==> config.mk <==
export PLATFORM = sky130hd
export DESIGN_NAME = calendar_clock_tick
export DESIGN_NICKNAME = d
export VERILOG_FILES = /design/src/sv/cct_pkg.sv /design/src/sv/cct_in_reg.sv /design/src/sv/cct_calendar.sv /design/src/sv/cct_out_reg.sv /design/src/sv/calendar_clock_tick.sv
export SDC_FILE = /design/constraint.sdc
export NUM_CORES = 1
export LEC_CHECK = 0
export BUFFER_PORTS_ARGS = -buffer_cell sky130_fd_sc_hd__buf_2
export CORE_ASPECT_RATIO = 0.6
export CORE_UTILIZATION = 50
export DETAILED_ROUTE_END_ITERATION = 12
export MAX_ROUTING_LAYER = met4
export PLACE_DENSITY_LB_ADDON = 0.15
export RECOVER_POWER = 50
export SLEW_MARGIN = 10
export SYNTH_ARGS = -nofsm -noshare
export SYNTH_HDL_FRONTEND = slang
export SYNTH_SLANG_ARGS = --single-unit
export TNS_END_PERCENT = 10
==> constraint.sdc <==
create_clock -name aclk -period 4.98 [get_ports aclk]
set_input_delay 0.747 -clock aclk [delete_from_list [all_inputs] [get_ports aclk]]
set_output_delay 0.747 -clock aclk [all_outputs]
set_load 0.03 [all_outputs]
==> src/sv/cct_pkg.sv <==
`timescale 1ns / 1ps
// ----------------------------------------------------------------------------
// cct_pkg
// Shared types, codes and calendar helpers for the calendar clock tick block.
// ----------------------------------------------------------------------------
package cct_pkg;

    // Operation codes carried in the operation field
    typedef enum logic {
        OP_TICK = 1'b0,
        OP_SET  = 1'b1
    } op_t;

    // Hour form codes, for the set hour and for the displayed hour
    typedef enum logic [1:0] {
        HALF_24 = 2'd0,
        HALF_AM = 2'd1,
        HALF_PM = 2'd2,
        HALF_RSV = 2'd3
    } half_t;

    // Count limits
    localparam logic [5:0] LAST_SECOND  = 6'd59;
    localparam logic [5:0] LAST_MINUTE  = 6'd59;
    localparam logic [4:0] LAST_HOUR    = 5'd23;
    localparam logic [4:0] NOON_HOUR    = 5'd12;
    localparam logic [3:0] LAST_MONTH   = 4'd12;
    localparam logic [6:0] LAST_YEAR    = 7'd99;
    localparam logic [2:0] LAST_WEEKDAY = 3'd6;

    // Reset values: midnight, Saturday 1 January 2000
    localparam logic [4:0] RESET_DATE    = 5'd1;
    localparam logic [3:0] RESET_MONTH   = 4'd1;
    localparam logic [2:0] RESET_WEEKDAY = 3'd5;

    // One input beat
    typedef struct packed {
        logic       operation;
        logic [4:0] set_hour;
        logic [1:0] set_hour_half;
        logic [5:0] set_minute;
        logic [4:0] set_day_of_month;
        logic [3:0] set_month;
        logic [6:0] set_year;
        logic [2:0] set_weekday;
    } item_t;

    // Time and date, hour kept in 24-hour form
    typedef struct packed {
        logic [5:0] second;
        logic [5:0] minute;
        logic [4:0] hour;
        logic [4:0] date;
        logic [3:0] month;
        logic [6:0] year;
        logic [2:0] weekday;
    } cal_t;

    // Length of a month; February has 29 days when the year is a multiple of four
    function automatic logic [4:0] month_days(input logic [3:0] month, input logic [6:0] year);
        logic [4:0] days;
        case (month)
            4'd2: begin
                days = (year[1:0] == 2'd0) ? 5'd29 : 5'd28;
            end
            4'd4, 4'd6, 4'd9, 4'd11: begin
                days = 5'd30;
            end
            default: begin
                days = 5'd31;
            end
        endcase
        return days;
    endfunction

endpackage

==> src/sv/cct_in_reg.sv <==
`timescale 1ns / 1ps
// ----------------------------------------------------------------------------
// cct_in_reg
// Input register: captures one beat and holds it until the next stage takes it.
// ----------------------------------------------------------------------------
module cct_in_reg (
    input  logic          aclk,
    input  logic          aresetn,
    input  logic          s_valid,
    output logic          s_ready,
    input  cct_pkg::item_t s_item,
    input  logic          advance,
    output logic          valid_reg,
    output cct_pkg::item_t item_reg
);

    logic valid_next;

    // Take a new beat whenever the held one leaves or the stage is empty
    assign s_ready = !valid_reg || advance;

    always_comb begin
        valid_next = valid_reg;
        if (s_ready) begin
            valid_next = s_valid;
        end
    end

    always_ff @(posedge aclk) begin
        if (!aresetn) begin
            valid_reg <= 1'b0;
        end else begin
            valid_reg <= valid_next;
        end
    end

    // Hold payload until replaced
    always_ff @(posedge aclk) begin
        if (s_valid && s_ready) begin
            item_reg <= s_item;
        end
    end

endmodule

==> src/sv/cct_calendar.sv <==
`timescale 1ns / 1ps
// ----------------------------------------------------------------------------
// cct_calendar
// Time and date counters: ripple a one-second tick or load a normalized set.
// ----------------------------------------------------------------------------
module cct_calendar (
    input  logic           aclk,
    input  logic           aresetn,
    input  logic           fire,
    input  cct_pkg::item_t item,
    output cct_pkg::cal_t  cal_next
);

    cct_pkg::cal_t cal_reg;
    cct_pkg::cal_t tick_cal;
    cct_pkg::cal_t set_cal;
    logic          sec_wrap;
    logic          min_wrap;
    logic          hour_wrap;
    logic          day_wrap;
    logic          month_wrap;
    logic [4:0]    set_hour_conv;

    // Carry chain for one tick
    always_comb begin
        sec_wrap   = (cal_reg.second == cct_pkg::LAST_SECOND);
        min_wrap   = sec_wrap && (cal_reg.minute == cct_pkg::LAST_MINUTE);
        hour_wrap  = min_wrap && (cal_reg.hour == cct_pkg::LAST_HOUR);
        day_wrap   = hour_wrap &&
                     (cal_reg.date >= cct_pkg::month_days(cal_reg.month, cal_reg.year));
        month_wrap = day_wrap && (cal_reg.month >= cct_pkg::LAST_MONTH);

        tick_cal = cal_reg;
        tick_cal.second = sec_wrap ? 6'd0 : cal_reg.second + 6'd1;
        if (sec_wrap) begin
            tick_cal.minute = min_wrap ? 6'd0 : cal_reg.minute + 6'd1;
        end
        if (min_wrap) begin
            tick_cal.hour = hour_wrap ? 5'd0 : cal_reg.hour + 5'd1;
        end
        if (hour_wrap) begin
            tick_cal.date    = day_wrap ? 5'd1 : cal_reg.date + 5'd1;
            tick_cal.weekday = (cal_reg.weekday >= cct_pkg::LAST_WEEKDAY) ?
                               3'd0 : cal_reg.weekday + 3'd1;
        end
        if (day_wrap) begin
            tick_cal.month = month_wrap ? 4'd1 : cal_reg.month + 4'd1;
        end
        if (month_wrap) begin
            tick_cal.year = (cal_reg.year >= cct_pkg::LAST_YEAR) ? 7'd0 : cal_reg.year + 7'd1;
        end
    end

    // Normalize a set beat: 12-hour to 24-hour, then clamp every field
    always_comb begin
        set_hour_conv = item.set_hour;
        if (item.set_hour_half == cct_pkg::HALF_AM && item.set_hour == cct_pkg::NOON_HOUR) begin
            set_hour_conv = 5'd0;
        end else if (item.set_hour_half == cct_pkg::HALF_PM &&
                     item.set_hour < cct_pkg::NOON_HOUR) begin
            set_hour_conv = item.set_hour + cct_pkg::NOON_HOUR;
        end

        set_cal.second  = 6'd0;
        set_cal.minute  = (item.set_minute > cct_pkg::LAST_MINUTE) ?
                          cct_pkg::LAST_MINUTE : item.set_minute;
        set_cal.hour    = (set_hour_conv > cct_pkg::LAST_HOUR) ?
                          cct_pkg::LAST_HOUR : set_hour_conv;
        set_cal.date    = (item.set_day_of_month == 5'd0) ? 5'd1 : item.set_day_of_month;
        set_cal.month   = (item.set_month == 4'd0) ? 4'd1 :
                          (item.set_month > cct_pkg::LAST_MONTH) ?
                          cct_pkg::LAST_MONTH : item.set_month;
        set_cal.year    = (item.set_year > cct_pkg::LAST_YEAR) ?
                          cct_pkg::LAST_YEAR : item.set_year;
        set_cal.weekday = (item.set_weekday > cct_pkg::LAST_WEEKDAY) ?
                          cct_pkg::LAST_WEEKDAY : item.set_weekday;
    end

    assign cal_next = (item.operation == cct_pkg::OP_SET) ? set_cal : tick_cal;

    // Advance the counters once per beat
    always_ff @(posedge aclk) begin
        if (!aresetn) begin
            cal_reg.second  <= 6'd0;
            cal_reg.minute  <= 6'd0;
            cal_reg.hour    <= 5'd0;
            cal_reg.date    <= cct_pkg::RESET_DATE;
            cal_reg.month   <= cct_pkg::RESET_MONTH;
            cal_reg.year    <= 7'd0;
            cal_reg.weekday <= cct_pkg::RESET_WEEKDAY;
        end else if (fire) begin
            cal_reg <= cal_next;
        end
    end

    // Counters stay within their ranges
    a_time_range: assert property (@(posedge aclk) disable iff (!aresetn)
        cal_reg.second <= cct_pkg::LAST_SECOND && cal_reg.minute <= cct_pkg::LAST_MINUTE &&
        cal_reg.hour <= cct_pkg::LAST_HOUR)
        else $error("time counter out of range");

    a_date_range: assert property (@(posedge aclk) disable iff (!aresetn)
        cal_reg.month >= 4'd1 && cal_reg.month <= cct_pkg::LAST_MONTH &&
        cal_reg.date >= 5'd1 && cal_reg.weekday <= cct_pkg::LAST_WEEKDAY &&
        cal_reg.year <= cct_pkg::LAST_YEAR)
        else $error("date counter out of range");

    // A tick without a seconds carry moves only the seconds
    a_tick_no_carry: assert property (@(posedge aclk) disable iff (!aresetn)
        (fire && item.operation == cct_pkg::OP_TICK && cal_reg.second != cct_pkg::LAST_SECOND)
        |=> (cal_reg.second == $past(cal_reg.second) + 6'd1) &&
            (cal_reg.minute == $past(cal_reg.minute)) && (cal_reg.date == $past(cal_reg.date)))
        else $error("tick disturbed more than the seconds");

    // A set always clears the seconds
    a_set_clears_sec: assert property (@(posedge aclk) disable iff (!aresetn)
        (fire && item.operation == cct_pkg::OP_SET) |=> cal_reg.second == 6'd0)
        else $error("set left seconds nonzero");

endmodule

==> src/sv/cct_out_reg.sv <==
`timescale 1ns / 1ps
// ----------------------------------------------------------------------------
// cct_out_reg
// Result register: formats the hour for display and holds the result beat.
// ----------------------------------------------------------------------------
module cct_out_reg (
    input  logic          aclk,
    input  logic          aresetn,
    input  logic          in_valid,
    output logic          advance,
    input  cct_pkg::cal_t cal_next,
    input  logic          time_mode,
    output logic          m_valid,
    input  logic          m_ready,
    output logic [5:0]    m_seconds,
    output logic [5:0]    m_minutes,
    output logic [4:0]    m_display_hour,
    output logic [1:0]    m_hour_half,
    output logic [4:0]    m_day_of_month,
    output logic [3:0]    m_month_number,
    output logic [6:0]    m_year_of_century,
    output logic [2:0]    m_weekday,
    output logic          m_top_of_hour
);

    logic          valid_reg;
    logic          valid_next;
    cct_pkg::cal_t cal_reg;
    logic [4:0]    shown_next;
    logic [4:0]    shown_reg;
    cct_pkg::half_t half_next;
    cct_pkg::half_t half_reg;

    // Register is free when empty or its beat is taken this cycle
    assign advance = !valid_reg || m_ready;

    // Hour display conversion
    always_comb begin
        shown_next = cal_next.hour;
        half_next  = cct_pkg::HALF_24;
        if (time_mode) begin
            if (cal_next.hour >= cct_pkg::NOON_HOUR) begin
                half_next = cct_pkg::HALF_PM;
                if (cal_next.hour > cct_pkg::NOON_HOUR) begin
                    shown_next = cal_next.hour - cct_pkg::NOON_HOUR;
                end
            end else begin
                half_next = cct_pkg::HALF_AM;
                if (cal_next.hour == 5'd0) begin
                    shown_next = cct_pkg::NOON_HOUR;
                end
            end
        end
    end

    always_comb begin
        valid_next = valid_reg;
        if (advance) begin
            valid_next = in_valid;
        end
    end

    always_ff @(posedge aclk) begin
        if (!aresetn) begin
            valid_reg <= 1'b0;
        end else begin
            valid_reg <= valid_next;
        end
    end

    // Load result payload
    always_ff @(posedge aclk) begin
        if (in_valid && advance) begin
            cal_reg   <= cal_next;
            shown_reg <= shown_next;
            half_reg  <= half_next;
        end
    end

    assign m_valid           = valid_reg;
    assign m_seconds         = cal_reg.second;
    assign m_minutes         = cal_reg.minute;
    assign m_display_hour    = shown_reg;
    assign m_hour_half       = half_reg;
    assign m_day_of_month    = cal_reg.date;
    assign m_month_number    = cal_reg.month;
    assign m_year_of_century = cal_reg.year;
    assign m_weekday         = cal_reg.weekday;
    assign m_top_of_hour     = (cal_reg.second == 6'd0) && (cal_reg.minute == 6'd0);

endmodule

==> src/sv/calendar_clock_tick.sv <==
`timescale 1ns / 1ps
// ----------------------------------------------------------------------------
// calendar_clock_tick
// Real-time-clock calendar counter with two-digit year and 12/24-hour display.
// ----------------------------------------------------------------------------
// Each input beat is either a one-second tick or a set of time and date, and
// produces exactly one result beat with the full time and date after it. The
// block takes one beat per clock cycle while m_ready does not hold it back. A
// beat goes through an input register and then a result register, and its
// result is valid once it has been loaded into the result register. The
// counters update in the cycle the beat passes from one register to the next,
// so back-to-back beats see each other's effect. A result that waits for
// m_ready holds the input register, which, while it holds a beat, keeps
// s_ready low. The hour format register is written through cfg_wr_en/cfg_wr_data
// and should change only while idle.
// After reset the clock reads 00:00:00, Saturday 1 January 2000, 24-hour form.
// ----------------------------------------------------------------------------
module calendar_clock_tick (
    input  logic       aclk,
    input  logic       aresetn,
    input  logic       cfg_wr_en,
    input  logic       cfg_wr_data,
    input  logic       s_valid,
    output logic       s_ready,
    input  logic       s_operation,
    input  logic [4:0] s_set_hour,
    input  logic [1:0] s_set_hour_half,
    input  logic [5:0] s_set_minute,
    input  logic [4:0] s_set_day_of_month,
    input  logic [3:0] s_set_month,
    input  logic [6:0] s_set_year,
    input  logic [2:0] s_set_weekday,
    output logic       m_valid,
    input  logic       m_ready,
    output logic [5:0] m_seconds,
    output logic [5:0] m_minutes,
    output logic [4:0] m_display_hour,
    output logic [1:0] m_hour_half,
    output logic [4:0] m_day_of_month,
    output logic [3:0] m_month_number,
    output logic [6:0] m_year_of_century,
    output logic [2:0] m_weekday,
    output logic       m_top_of_hour
);

    cct_pkg::item_t s_item;
    cct_pkg::item_t item_reg;
    cct_pkg::cal_t  cal_next;
    logic           in_valid_reg;
    logic           advance;
    logic           time_mode_reg;

    // Hour format register
    always_ff @(posedge aclk) begin
        if (!aresetn) begin
            time_mode_reg <= 1'b0;
        end else if (cfg_wr_en) begin
            time_mode_reg <= cfg_wr_data;
        end
    end

    // Gather input beat
    always_comb begin
        s_item.operation        = s_operation;
        s_item.set_hour         = s_set_hour;
        s_item.set_hour_half    = s_set_hour_half;
        s_item.set_minute       = s_set_minute;
        s_item.set_day_of_month = s_set_day_of_month;
        s_item.set_month        = s_set_month;
        s_item.set_year         = s_set_year;
        s_item.set_weekday      = s_set_weekday;
    end

    cct_in_reg u_in_reg (
        .aclk      (aclk),
        .aresetn   (aresetn),
        .s_valid   (s_valid),
        .s_ready   (s_ready),
        .s_item    (s_item),
        .advance   (advance),
        .valid_reg (in_valid_reg),
        .item_reg  (item_reg)
    );

    cct_calendar u_calendar (
        .aclk     (aclk),
        .aresetn  (aresetn),
        .fire     (in_valid_reg && advance),
        .item     (item_reg),
        .cal_next (cal_next)
    );

    cct_out_reg u_out_reg (
        .aclk              (aclk),
        .aresetn           (aresetn),
        .in_valid          (in_valid_reg),
        .advance           (advance),
        .cal_next          (cal_next),
        .time_mode         (time_mode_reg),
        .m_valid           (m_valid),
        .m_ready           (m_ready),
        .m_seconds         (m_seconds),
        .m_minutes         (m_minutes),
        .m_display_hour    (m_display_hour),
        .m_hour_half       (m_hour_half),
        .m_day_of_month    (m_day_of_month),
        .m_month_number    (m_month_number),
        .m_year_of_century (m_year_of_century),
        .m_weekday         (m_weekday),
        .m_top_of_hour     (m_top_of_hour)
    );

endmodule

Word-level counts from Yosys, hierarchy flattened --
Index checks and enable logic that the tools add are counted. W data, S select, Z words.
Cells by class: equality and inequality tests 11, order comparisons 12, reductions and logical operators 20, add/subtract/negate cells 9, mux-type cells 30
Operators with widths (count):
- $mux W5 | 12
- $mux W36 | 1
- $mux W6 | 4
- $mux W7 | 3
- $mux W4 | 4
- $add A6 B1 Y6 const B | 2
- $eq A6 B6 Y1 const B | 2
- $logic_not A6 Y1 | 2
- $add A5 B1 Y5 const B | 2
- $logic_not A5 Y1 | 2
- $pmux W5 S2 | 1
- $logic_and A1 B1 Y1 | 9
- $mux W3 | 3
- $eq A4 B3 Y1 const B | 2
- $eq A4 B4 Y1 const B | 2
- $add A7 B1 Y7 const B | 1
- $ge A7 B7 Y1 const B | 1
- $gt A7 B7 Y1 const B | 1
- $gt A6 B6 Y1 const B | 1
- $add A5 B4 Y5 const B | 1
- $eq A5 B4 Y1 const B | 1
- $eq A5 B5 Y1 const B | 1
- $ge A5 B4 Y1 const B | 1
- $ge A5 B5 Y1 | 1
- 20 further kinds | 22
Storage, ports and cells: flip-flop bits (word level) 110, output and inout bits 41, bits of input ports 39

Longest topological paths before layout --
Gate-level depths: netlist (run 1).
word-level depth 13, mapped depth 13, gate-level depth less buffers 12

Cells and area by module --
Synthesis (run 1) repeated with hierarchy kept, for this count alone.
Unflattened totals: cell total of the unflattened synthesis 540, area total of the unflattened synthesis 5602.9 sq um
By module, submodules not included:
- cct_calendar | instances 1, area an instance 3168.0 sq um, cells an instance 430, sequential area each 720.7 sq um
- cct_out_reg | instances 1, area an instance 1343.8 sq um, cells an instance 68, sequential area each 1161.1 sq um
- cct_in_reg | instances 1, area an instance 1048.5 sq um, cells an instance 38, sequential area each 1011.0 sq um
- calendar_clock_tick | instances 1, area an instance 42.5 sq um, cells an instance 4, sequential area each 20.0 sq um

Worst setup path before layout (run 1) --
Ideal clock, no wire load.
path kind reg-to-reg, start point reg u_calendar.cal_reg[10] (netlist bit), end point reg u_calendar.cal_reg[13] (netlist bit), cell stages (with the launch flop) 14, setup slack 2191 ps, setup time 59 ps, data arrival time 2730 ps, required time 4921 ps, clock period less this slack 2789 ps, cells stage by stage dfxtp_1 > inv_1 > ha_1 > o21ai_0 > o21ai_0 > o21ai_0 > ha_1 > nand2b_1 > a21oi_1 > buf_1 > or4_1 > o311a_1 > o31ai_1 > and2_1
On the way: word-level cells in the longest chain between the ends 9
RTL lines:
- start, declared | RTL line cct_calendar.sv:14 | cct_pkg::cal_t cal_reg;
- start signal, assigned | RTL line cct_calendar.sv:92 | cal_reg <= cal_next;
- $eq A4 B3 Y1 or $eq A4 B4 Y1 (tied branches) | RTL line cct_pkg.sv:62 | case (month)
- $reduce_or A4 Y1 | RTL line cct_pkg.sv:62
- $pmux W5 S2 | RTL line cct_pkg.sv:62
- $ge A5 B5 Y1 | RTL line cct_calendar.sv:30 | (cal_reg.date >= cct_pkg::month_days(cal_reg.month, cal_reg.year));
- $logic_and A1 B1 Y1 | RTL line cct_calendar.sv:29 | day_wrap = hour_wrap &&
- $logic_and A1 B1 Y1 | RTL line cct_calendar.sv:31 | month_wrap = day_wrap && (cal_reg.month >= cct_pkg::LAST_MONTH);
- $mux W4 | RTL line cct_calendar.sv:47 | tick_cal.month = month_wrap ? 4'd1 : cal_reg.month + 4'd1;
- $mux W4 * | RTL line cct_calendar.sv:46 | if (day_wrap) begin
- $mux W36 * | RTL line cct_calendar.sv:79 | assign cal_next = (item.operation == cct_pkg::OP_SET) ? set_cal : tick_cal;
Every way passes the cells marked *; elsewhere a longest branch is shown, timed or not. A chain may end at the register's enable or synchronous reset.

==> impl_metrics.env, run 1 <==
export IMPL_status="complete, but fails checks"
export IMPL_violations="DRC, capacitance limit, slew limit"
export IMPL_ys_seq_area_share_pct=52.4
export IMPL_syn_num_nets=595
export IMPL_required_ns=5.27
export IMPL_finalCriticalPeriod_ns=3.45
export IMPL_worstSetupEndpointType="register"
export IMPL_cts_tree="built"
export IMPL_slew_headroom_pct=-28.5
export IMPL_multi_input_area_sq_um=2450
export IMPL_die_area_sq_um=11600
export IMPL_ctsHoldBuffers=0
export IMPL_die_y_um=83.7
export IMPL_finalHoldViolations=0
export IMPL_vias=4469
export IMPL_hold_path_class="reg -> reg"
export IMPL_htreeDepth=3
export IMPL_antenna_found_initial=0
export IMPL_grt_first_pass_wirelength_um=20800
export IMPL_area_growth_pct=13.1
export IMPL_synth_cell_types=69
export IMPL_wl_met3_um=939
export IMPL_dr_first_iter_drc_count=508
export IMPL_cts_buffers_inserted=9
export IMPL_finalCritPeriodShare_pct=69.2
export IMPL_gp_congestion=0.881
export IMPL_cts_root_buf="clkbuf_16"
export IMPL_rows=29
export IMPL_drv_slew=75
export IMPL_maxCapViolCount=2
export IMPL_drc_errors=8
export IMPL_rsz0062_at_grt="no"
export IMPL_overflow=0
export IMPL_final_setup_tns_ns=0
export IMPL_slowest_stage="a21oi_1"
export IMPL_top_layer="met4"
export IMPL_worst_pin_slew_ns=1.93
export IMPL_route_met2_wl_um=5350
export IMPL_dieWidth_um=138
export IMPL_grt_max_degree=58
export IMPL_worstPathMaxFanout=11
export IMPL_hold_slack_ns=0.502
export IMPL_grt_pass1_vias=4024
export IMPL_ys_async_sr_fraction_pct=0
export IMPL_cp_startpoint="u_calendar.cal_reg[10]"
export IMPL_crit_family="compound AO/OA/AOI/OAI gates"
export IMPL_timing_rr_start="u_calendar.cal_reg[10]"
export IMPL_critical_path_arrival_ns=3.74
export IMPL_rr_endpoint="u_calendar.cal_reg[11]"
export IMPL_routedWlPerCell_um=17.1
export IMPL_crit_type="reg -> reg"
export IMPL_max_vdd_ir_drop_mv=0.174
export IMPL_drive_gt1_share_pct=11.1
export IMPL_initial_core_util_pct=51.9
export IMPL_hpwl_um=8760
export IMPL_dr_pass1_iters=10
export IMPL_path_buf_inv=1
export IMPL_cts_sinks=110
export IMPL_max_freq_mhz=290
export IMPL_syn_area_sq_um=5560
export IMPL_cts_path_max_buffers=2
export IMPL_syn_area_per_cell_sq_um=10.3
export IMPL_vias_per_cell=5.96
export IMPL_endpoint="u_calendar.cal_reg[11]"
export IMPL_finClkSkew_ns=0.00886
export IMPL_post_cts_buffers=0
export IMPL_seqCellArea_sq_um=2910
export IMPL_worstPathCellList="inv_1 > ha_1 > o21ai_0 > o21ai_0 > o21ai_0 > ha_1 > nand2b_1 > a21oi_1 > or4_1 > mux2_2 > o21ai_0 > o211a_1"
export IMPL_ys_ff_latch=110
export IMPL_rr_worst_depth=12
export IMPL_fp_coreArea_sq_um=10700
export IMPL_num_io_pins=80
export IMPL_postRouteAntennaNets=0
export IMPL_p_per_area_nw_per_um2=317
export IMPL_largest_reg_flops=36
export IMPL_max_stage_delay_ns=0.75
export IMPL_synth_ff_type="edfxtp_1"
export IMPL_rrSetupSlack_ns=1.53
export IMPL_clk_latency_ns=0.35
export IMPL_finalSetupViolations=0
export IMPL_place_area_sq_um=6050
export IMPL_finalPower_mw=1.99
export IMPL_netlist_instances=538
export IMPL_port_buffers=79
export IMPL_p_leak_nw=2.39
export IMPL_diodes=0
export IMPL_startpoint_type="register"
export IMPL_final_area_sq_um=6290
export IMPL_crit_top_cell="o21ai_0"
export IMPL_clkTransAtPathRegs_ns=0.07
export IMPL_wl_met1_um=6400
export IMPL_cts_resized=0
export IMPL_min_delay_start="u_calendar.cal_reg[31]"
export IMPL_synth_edf_count=71
export IMPL_wl_um=12800
export IMPL_nets=663
export IMPL_cp_depth=12
export IMPL_num_fill_cells=920
export IMPL_ys_warn_count=0
export IMPL_grt_total_usage_pct=23.5
cell families after synthesis:
family / after synthesis / share of synthesized area (%)
and+or+nand+nor: 206 / 20.0
AOI/OAI and AO/OA: 148 / 18.9
DFF: 110 / 52.4
buffers and inverters: 49 / 3.47
adders and majority gates: 18 / 4.05
xor gates and xnor gates: 4 / 0.630
muxes: 3 / 0.563
worst min-delay path by stage:
| stage | to | depth (start not counted) | slack (ns) |
|---|---|---|---|
| after floorplan | u_calendar.cal_reg[31] | 2 | 0.46 |
| after global placement | u_calendar.cal_reg[31] | 2 | 0.48 |
| after detailed placement | u_calendar.cal_reg[31] | 2 | 0.49 |
| after CTS | u_calendar.cal_reg[31] | 2 | 0.50 |
| after global routing | u_calendar.cal_reg[31] | 2 | 0.53 |
| final | u_calendar.cal_reg[31] | 2 | 0.50 |
report_power, final:
group	internal (mW)	total, mW	switching, mW	leakage, nW
Combinational	0.0752	0.223	0.147	1.25
Sequential	1.03	1.07	0.0400	1.00
Clock	0.389	0.702	0.313	0.130
Total	1.49	1.99	0.500	2.39
through the flow:
| step | std cells | setup WS [ns] | util (%) |
|---|---|---|---|
| floorplan | 538 | 2.19 | - |
| detailed placement | 734 | 1.62 | 56.6 |
| finish | 750 | 1.53 | 58.7 |
| global route | 750 | 1.32 | 58.7 |
| global placement | 734 | 1.80 | 56.6 |
| CTS | 750 | 1.58 | 59.2 |
cell type report:
cell class | count | share of cell area (%)
tap | 139 | 2.77
sequential | 110 | 46.3
clock inverter | 4 | 0.776
inverter | 22 | 1.31
multi-input combinational | 379 | 39.0
clock buffer | 12 | 3.76
timing repair buffer | 84 | 6.03
layout by cell type, fill, tap and decap left out, types with 4 or more instances in the layout:
cell       netlist  routed
a211oi_1         6       6
a21boi_0        17      17
a21o_1           8       8
a21oi_1         20      20
and2_1           6       4
and3_1           6       6
buf_2            1      39
buf_4            0       4
clkbuf_1        24      44
clkbuf_16        0       9
dfxtp_1         39      39
edfxtp_1        71      71
ha_1            18      18
inv_1           21      21
nand2_1         74      74
nand2b_1         8       8
nand3_1         18      18
nand4_1          4       4
nor2_1          31      31
nor2b_1          8       8
nor3_1          15      15
nor4_1          10      10
o211a_1          6       6
o211ai_1         7       7
o21a_1           4       4
o21ai_0         28      28
o31ai_1         11      11
or3_1            6       6
cells in the mapped netlist (3+ instances only):
library cell	count	area, sq um
nand2_1	74	278
edfxtp_1	71	2130
dfxtp_1	39	781
nor2_1	31	116
o21ai_0	28	140
clkbuf_1	24	90.1
inv_1	21	78.8
a21oi_1	20	100
ha_1	18	225
nand3_1	18	90.1
a21boi_0	17	128
nor3_1	15	75.1
o31ai_1	11	82.6
nor4_1	10	62.6
a21o_1	8	60.1
nand2b_1	8	50.1
nor2b_1	8	50.1
o211ai_1	7	52.6
a211oi_1	6	45.0
and2_1	6	37.5
and3_1	6	37.5
o211a_1	6	60.1
or3_1	6	37.5
nand4_1	4	25.0
o21a_1	4	30.0
a31oi_1	3	18.8
a32oi_1	3	26.3
and4b_1	3	30.0
nand3b_1	3	22.5
nor3b_1	3	22.5
o22a_1	3	26.3
o31a_1	3	26.3
worst reg2reg max path, delay by kind of cell (launching register included):
kind                     cells  cell delay [ns]
buffers and inverters        1             0.12
AO/OA/AOI/OAI                6             1.60
flip-flops                   1             0.41
AND/OR/NAND/NOR              2             0.43
multiplexers                 1             0.35
adder cells (fa/ha/maj)      2             0.49
per-layer routing:
metal,vias up,global-route usage (%)
li1,2154,-
met1,2112,34.0
met2,195,33.2
met3,8,5.39
met4,0,6.23
met5,-,-
No activity file was read; power rests on OpenSTA's default activity.
==> run 2: changes to the inputs <==
--- a/config.mk
+++ b/config.mk
@@ -5,6 +5,7 @@
 export SDC_FILE = /design/constraint.sdc
 export NUM_CORES = 1
 export LEC_CHECK = 0
+export ABC_AREA = 1
 export BUFFER_PORTS_ARGS = -buffer_cell sky130_fd_sc_hd__buf_2
 export CORE_ASPECT_RATIO = 0.6
 export CORE_UTILIZATION = 50
==> constraint.sdc (replaced) <==
create_clock -name aclk -period 3.46 [get_ports aclk]
set_input_delay 0.519 -clock aclk [delete_from_list [all_inputs] [get_ports aclk]]
set_output_delay 0.519 -clock aclk [all_outputs]
set_load 0.03 [all_outputs]
==> run 2 against run 1 <==
  * The run ends with capacitance limit, slew limit left
  * Non-clock buffer count unchanged
  * Clock skew is 0.00058 ns higher
  * Setup slack worse by 0.82 ns
  * Hold slack got worse by 0.17 ns
  * Critical endpoint is now u_out_reg.m_year_of_century[1]
  * Combinational power increased by 66%
  * Sequential power increased by 45%
  * Routed wire length decreased by 7.2%
  * Via count fell by 3.3%
  * Clock-buffer cell count decreased by 2
  * Area after synthesis down 2.0%
==> impl_metrics.env, run 2 <==
export IMPL_dr_first_iter_drc_count=333
export IMPL_violations="capacitance limit, slew limit"
export IMPL_finalCritPeriodShare_pct=79.3
export IMPL_crit_type="reg -> reg"
export IMPL_vias_per_cell=5.16
export IMPL_rows=29
export IMPL_combPwrFrac_pct=12.5
export IMPL_worstSetupEndpointType="register"
export IMPL_yosys_area_share_simple_pct=19.8
export IMPL_syn_area_sq_um=5450
export IMPL_cts_root_buf="clkbuf_16"
export IMPL_ys_ff_latch=110
export IMPL_place_area_sq_um=5990
export IMPL_fp_coreArea_sq_um=10600
export IMPL_drv_slew=34
export IMPL_synth_area_leader_cell="edfxtp_1"
export IMPL_clockPowerShare_pct=35.2
export IMPL_htreeDepth=3
export IMPL_die_y_um=82.9
export IMPL_initial_core_util_pct=51.4
export IMPL_rsz0062_at_grt="no"
export IMPL_max_vdd_ir_drop_mv=0.254
export IMPL_hpwl_um=8470
export IMPL_netlist_instances=616
export IMPL_crit_family="compound AO/OA/AOI/OAI gates"
export IMPL_num_io_pins=80
export IMPL_clkTransAtPathRegs_ns=0.07
export IMPL_p_seq_share_pct=52.3
export IMPL_grt_total_usage_pct=22.8
export IMPL_port_buffers=79
export IMPL_dr_pass1_iters=5
export IMPL_synthTopCellsByArea="edfxtp_1, dfxtp_1, nand2_1"
export IMPL_slowest_stage="dfxtp_1"
export IMPL_diodes=0
export IMPL_overflow=0
export IMPL_final_setup_tns_ns=0
export IMPL_synthMuxAreaShare_pct=0
export IMPL_maxCapViolCount=1
export IMPL_worstPathMaxFanout=5
export IMPL_synth_ff_type="edfxtp_1"
export IMPL_synth_compound_area_share_pct=12.9
export IMPL_grt_pass1_vias=3894
export IMPL_cts_resized=0
export IMPL_p_leak_nw=2.86
export IMPL_critical_path_arrival_ns=2.84
export IMPL_yosys_top_cells_count="nand2_1, inv_1, edfxtp_1, nor2_1, a21oi_1"
export IMPL_startpoint_type="register"
export IMPL_ys_warn_count=0
export IMPL_dp_cells=822
export IMPL_max_freq_mhz=365
export IMPL_status="complete, but fails checks"
export IMPL_cts_buffers_inserted=9
export IMPL_synth_cell_types=42
export IMPL_synth_top_cell_area_share_pct=39.1
export IMPL_netSwitchingPower_mw=0.786
export IMPL_cts_path_max_buffers=2
export IMPL_wl_um=11900
export IMPL_grt_first_pass_wirelength_um=19400
export IMPL_cts_sinks=110
export IMPL_clk_latency_ns=0.35
export IMPL_p_int_mw=2.17
export IMPL_hold_path_class="in -> reg"
export IMPL_path_buf_inv=4
export IMPL_ys_async_sr_fraction_pct=0
export IMPL_finalSetupViolations=0
export IMPL_syn_area_per_cell_sq_um=8.84
export IMPL_ctsHoldBuffers=0
export IMPL_die_area_sq_um=11300
export IMPL_vias=4320
export IMPL_setup_slack_ns=0.718
export IMPL_syn_num_nets=673
export IMPL_gp_congestion=0.911
export IMPL_area_growth_pct=14.4
export IMPL_yosys_area_share_adder_pct=4.13
export IMPL_final_area_sq_um=6230
export IMPL_synth_edf_count=71
export IMPL_finalCriticalPeriod_ns=2.74
export IMPL_antenna_found_initial=0
export IMPL_routedWlPerCell_um=14.2
export IMPL_postRouteAntennaNets=0
export IMPL_synth_top_family_by_area="simple AND/OR/NAND/NOR gates"
export IMPL_post_synth_top_count_cell="nand2_1"
export IMPL_finClkSkew_ns=0.00944
export IMPL_drive_gt1_share_pct=11.0
export IMPL_worstPathCellList="inv_1 > ha_1 > o311a_1 > ha_1 > inv_1 > nand2_1 > a21oi_1 > nor2_1 > nand3_1 > inv_1 > o21ai_0 > o22ai_1 > inv_1"
export IMPL_final_cell_mix="nand2_1, inv_1, edfxtp_1"
export IMPL_finalHoldViolations=0
export IMPL_p_per_area_nw_per_um2=474
export IMPL_crit_top_cell="inv_1"
export IMPL_largest_reg_flops=36
export IMPL_final_common_cell="nand2_1"
export IMPL_grt_max_degree=42
export IMPL_hold_slack_ns=0.335
export IMPL_layout_cells_non_filler=838
export IMPL_dp_slack_ns=0.742
export IMPL_required_ns=3.56
export IMPL_drc_errors=0
export IMPL_cts_tree="built"
export IMPL_synth_xor_area_share_pct=1.45
export IMPL_ys_seq_area_share_pct=53.5
export IMPL_dieWidth_um=137
export IMPL_max_stage_delay_ns=0.40
export IMPL_worst_pin_slew_ns=1.91
export IMPL_multi_input_area_sq_um=2090
export IMPL_p_sw_share_pct=26.6
export IMPL_seqCellArea_sq_um=2910
export IMPL_nets=751
export IMPL_num_fill_cells=950
export IMPL_slew_headroom_pct=-27.6
export IMPL_post_cts_buffers=0
## run 2: cell types whose count changed in the layout (fill, tap and decap cells not counted), sizes merged, moves of 8 or more
cell    previous run  this run
a21boi            17         0
a21o               8         0
a21oi             20        46
inv               22       103
nand2             74       115
nand2b             8         0
nand3             18        39
nor2              31        57
nor2b              8         0
nor3              15         7
nor4              11         3
o21ai             29        62
## run 2: worst paths after layout
kind	start	end	slack [ns]	cells past startpoint
max	u_calendar.cal_reg[3]	u_out_reg.m_year_of_century[1]	0.72	13
min reg2reg	u_out_reg.m_valid	u_out_reg.m_valid	0.52	2
max reg2reg	u_calendar.cal_reg[3]	u_out_reg.m_year_of_century[1]	0.72	13
min	s_set_day_of_month[4]	u_in_reg.item_reg[18]	0.34	1
## run 2: cell families (layout without fill, tap and decap cells)
kind of cell             Yosys count  after routing
AND/OR/NAND/NOR                  235            235
AO/OA/AOI/OAI                    125            125
buffers and inverters            119            202
flip-flops                       110            110
adder cells (fa/ha/maj)           18             18
XOR/XNOR                           9              9
## run 2: power groups by stage
| stage | sequential [mW] | combinational, mW | clock (mW) |
|---|---|---|---|
| final | 1.55 | 0.370 | 1.04 |
| after global routing | 1.56 | 0.416 | 1.12 |
| after CTS | 1.54 | 0.377 | 1.06 |
| after detailed placement | 1.57 | 0.374 | 0 |
| after global placement | 1.57 | 0.367 | 0 |
| after floorplan | 1.61 | 0.215 | 0 |
## run 2: area by class of cell
cell class	instances	share of cell area, %
sequential	110	46.7
multi-input combinational	387	33.5
inverter	102	6.16
timing repair buffer	84	6.04
clock buffer	10	3.67
tap	139	2.79
clock inverter	6	1.10
## run 2: worst reg2reg max path, delay by kind of cell (launching register included)
family / cells / cell delay (ns)
compound gates: 4 / 0.78
fa+ha+maj: 2 / 0.49
buf+inv: 4 / 0.34
flops: 1 / 0.40
simple gates: 3 / 0.48
## run 2: routing by layer
layer  track usage, %  vias to the layer above  routed length [um]
li1                 -                     2216                   -
met4             6.67                        0                 140
met2             30.6                      137                4810
met5                -                        -                   0
met3             4.21                       16                 688
met1             34.7                     1951                6230
## run 2: stage by stage
stage	utilization [%]	total power, mW
after detailed placement	56.5	1.95
after CTS	59.3	2.98
after global placement	56.5	1.94
after global routing	58.8	3.09
final	58.8	2.96
after floorplan	-	1.83
==> run 3: changes to the inputs <==
==> constraint.sdc (replaced) <==
create_clock -name aclk -period 2.25 [get_ports aclk]
set_input_delay 0.3375 -clock aclk [delete_from_list [all_inputs] [get_ports aclk]]
set_output_delay 0.3375 -clock aclk [all_outputs]
set_load 0.03 [all_outputs]
==> run 3 against run 2 <==
  * The run ends with capacitance limit, slew limit, setup timing left
  * Register-to-register slack got worse by 0.87 ns
  * Via count is 7.5% higher
  * Fmax up 14%
  * Non-clock buffer count is 59 higher
  * Critical endpoint is now u_calendar.cal_reg[3]
  * Highest routed layer unchanged
  * Setup slack worse by 0.87 ns
  * Clock-buffer cell count shrank 1
  * Sequential power up 53%
  * Sequential share of layout area fell by 4.4 points
  * Global-route usage grew 2.1 points
  * Critical path depth up 3
  * Critical path type unchanged
==> impl_metrics.env, run 3 (synthesis gave the netlist of run 2 again) <==
export IMPL_wl_met1_um=6370
export IMPL_port_buffers=79
export IMPL_num_io_pins=80
export IMPL_violations="capacitance limit, slew limit, setup timing"
export IMPL_fp_coreArea_sq_um=10600
export IMPL_hold_slack_ns=0.154
export IMPL_max_stage_delay_ns=0.36
export IMPL_route_met2_wl_um=5590
export IMPL_clkTransAtPathRegs_ns=0.08
export IMPL_finClkSkew_ns=0.00794
export IMPL_drc_errors=0
export IMPL_top_layer="met4"
export IMPL_p_per_area_nw_per_um2=680
export IMPL_max_freq_mhz=417
export IMPL_worst_pin_slew_ns=1.67
export IMPL_finalHoldViolations=0
export IMPL_vias_per_cell=5.18
export IMPL_postRouteAntennaNets=0
export IMPL_dr_first_iter_drc_count=339
export IMPL_crit_type="reg -> reg"
export IMPL_cts_tree="built"
export IMPL_maxCapViolCount=1
export IMPL_max_vdd_ir_drop_mv=0.522
export IMPL_dp_slack_ns=-0.290
export IMPL_cts_sinks=110
export IMPL_drv_slew=31
export IMPL_overflow=0
export IMPL_required_ns=2.50
export IMPL_ctsHoldBuffers=0
export IMPL_largest_reg_flops=36
export IMPL_htreeDepth=3
export IMPL_final_setup_tns_ns=-2.28
export IMPL_startpoint_type="register"
export IMPL_finalSetupViolations=34
export IMPL_critical_path_arrival_ns=2.65
export IMPL_grt_pass1_vias=4332
export IMPL_diodes=0
export IMPL_finalPower_mw=4.69
export IMPL_antenna_found_initial=0
export IMPL_dieWidth_um=137
export IMPL_final_common_cell="nand2_1"
export IMPL_worstPathCellList="inv_4 > ha_4 > nand2_2 > o311a_1 > ha_1 > inv_1 > nand2_1 > a21oi_2 > nor2_4 > nand2_4 > nor2_8 > a21oi_4 > o21ai_1 > nand2_1 > o21ai_1 > inv_1"
export IMPL_finalCritPeriodShare_pct=107
export IMPL_drive_gt1_share_pct=23.9
export IMPL_initial_core_util_pct=51.4
export IMPL_hpwl_um=8920
export IMPL_worstPathMaxFanout=6
export IMPL_slowest_stage="dfxtp_4"
export IMPL_clk_latency_ns=0.35
export IMPL_grt_first_pass_wirelength_um=20900
export IMPL_grt_max_degree=47
export IMPL_finalCriticalPeriod_ns=2.40
export IMPL_die_area_sq_um=11300
export IMPL_slew_headroom_pct=-11.1
export IMPL_wl_um=12900
export IMPL_dr_pass1_iters=4
export IMPL_cts_root_buf="clkbuf_16"
export IMPL_worstSetupEndpointType="register"
export IMPL_cts_path_max_buffers=2
export IMPL_num_fill_cells=865
export IMPL_wl_met3_um=752
export IMPL_status="complete, but fails checks"
export IMPL_rows=29
export IMPL_die_y_um=82.9
export IMPL_cts_buffers_inserted=9
export IMPL_setup_slack_ns=-0.150
export IMPL_routedWlPerCell_um=14.3
export IMPL_area_growth_pct=26.6
export IMPL_hold_path_class="in -> reg"
export IMPL_vias=4645
export IMPL_gp_congestion=0.895
export IMPL_grt_total_usage_pct=24.9
export IMPL_nets=810
export IMPL_p_leak_nw=3.16
export IMPL_rsz0062_at_grt="yes"
export IMPL_final_cell_mix="nand2_1, inv_1, edfxtp_1"
export IMPL_utilization_pct=65.1
## run 3: cell count changes in the layout (fill, tap and decap cells not counted), moves of 4 or more
cell | before | now
nand3_2 | 1 | 5
buf_4 | 4 | 59
nand3_1 | 37 | 31
nand2_2 | 2 | 11
o21ai_0 | 41 | 32
o21ai_2 | 2 | 8
inv_1 | 99 | 93
nand2_1 | 112 | 102
nor2_1 | 51 | 45
ha_1 | 18 | 13
## run 3: stage by stage
step / area, sq um / std cells
final: 6900 / 897
after global routing: 6900 / 897
after CTS: 6770 / 891
after detailed placement: 6380 / 874
after global placement: 6380 / 874
after floorplan: 5460 / 616
## run 3: where the power goes
group / switching (mW) / internal (mW)
Combinational: 0.453 / 0.262
Clock: 0.742 / 0.866
Sequential: 0.0807 / 2.29
Total: 1.28 / 3.42
## run 3: worst paths after layout
kind	startpoint	endpoint	slack [ns]	cells after the start
setup / recovery	u_calendar.cal_reg[10]	u_calendar.cal_reg[3]	-0.15	16
hold / removal	s_set_year[0]	u_in_reg.item_reg[3]	0.15	1
setup reg to reg	u_calendar.cal_reg[10]	u_calendar.cal_reg[3]	-0.15	16
hold reg to reg	u_out_reg.m_valid	u_out_reg.m_valid	0.51	2
## run 3: routing by layer
metal	up-vias	GRT usage, %
met5	-	-
met4	0	6.87
met3	13	6.11
met2	140	36.6
met1	2154	34.3
li1	2338	-
## run 3: repair_timing
action	4_1_cts	5_1_grt
hold endpoints to repair	0	0
endpoints found under the setup margin	36	37
buffers inserted	1	6
resized for setup	29	43
pin swaps	13	25
## run 3: area by class of cell
cell class              instances  area [sq um]  area share, %
flip-flops and latches        110          2920           42.3
repair buffers                143           823           11.9
clock inverters                 7          71.3           1.03
multi-input cells             387          2290           33.2
clock buffers                   9           225           3.26
well taps                     139           174           2.52
inverters                     102           398           5.77
## run 3: worst max-delay path: cells and delay by family (launching register included)
kind / cells / cell delay (ns)
AOI/OAI and AO/OA: 5 / 0.73
and+or+nand+nor: 6 / 0.63
adders and majority gates: 2 / 0.42
DFF: 1 / 0.36
buffers and inverters: 3 / 0.16
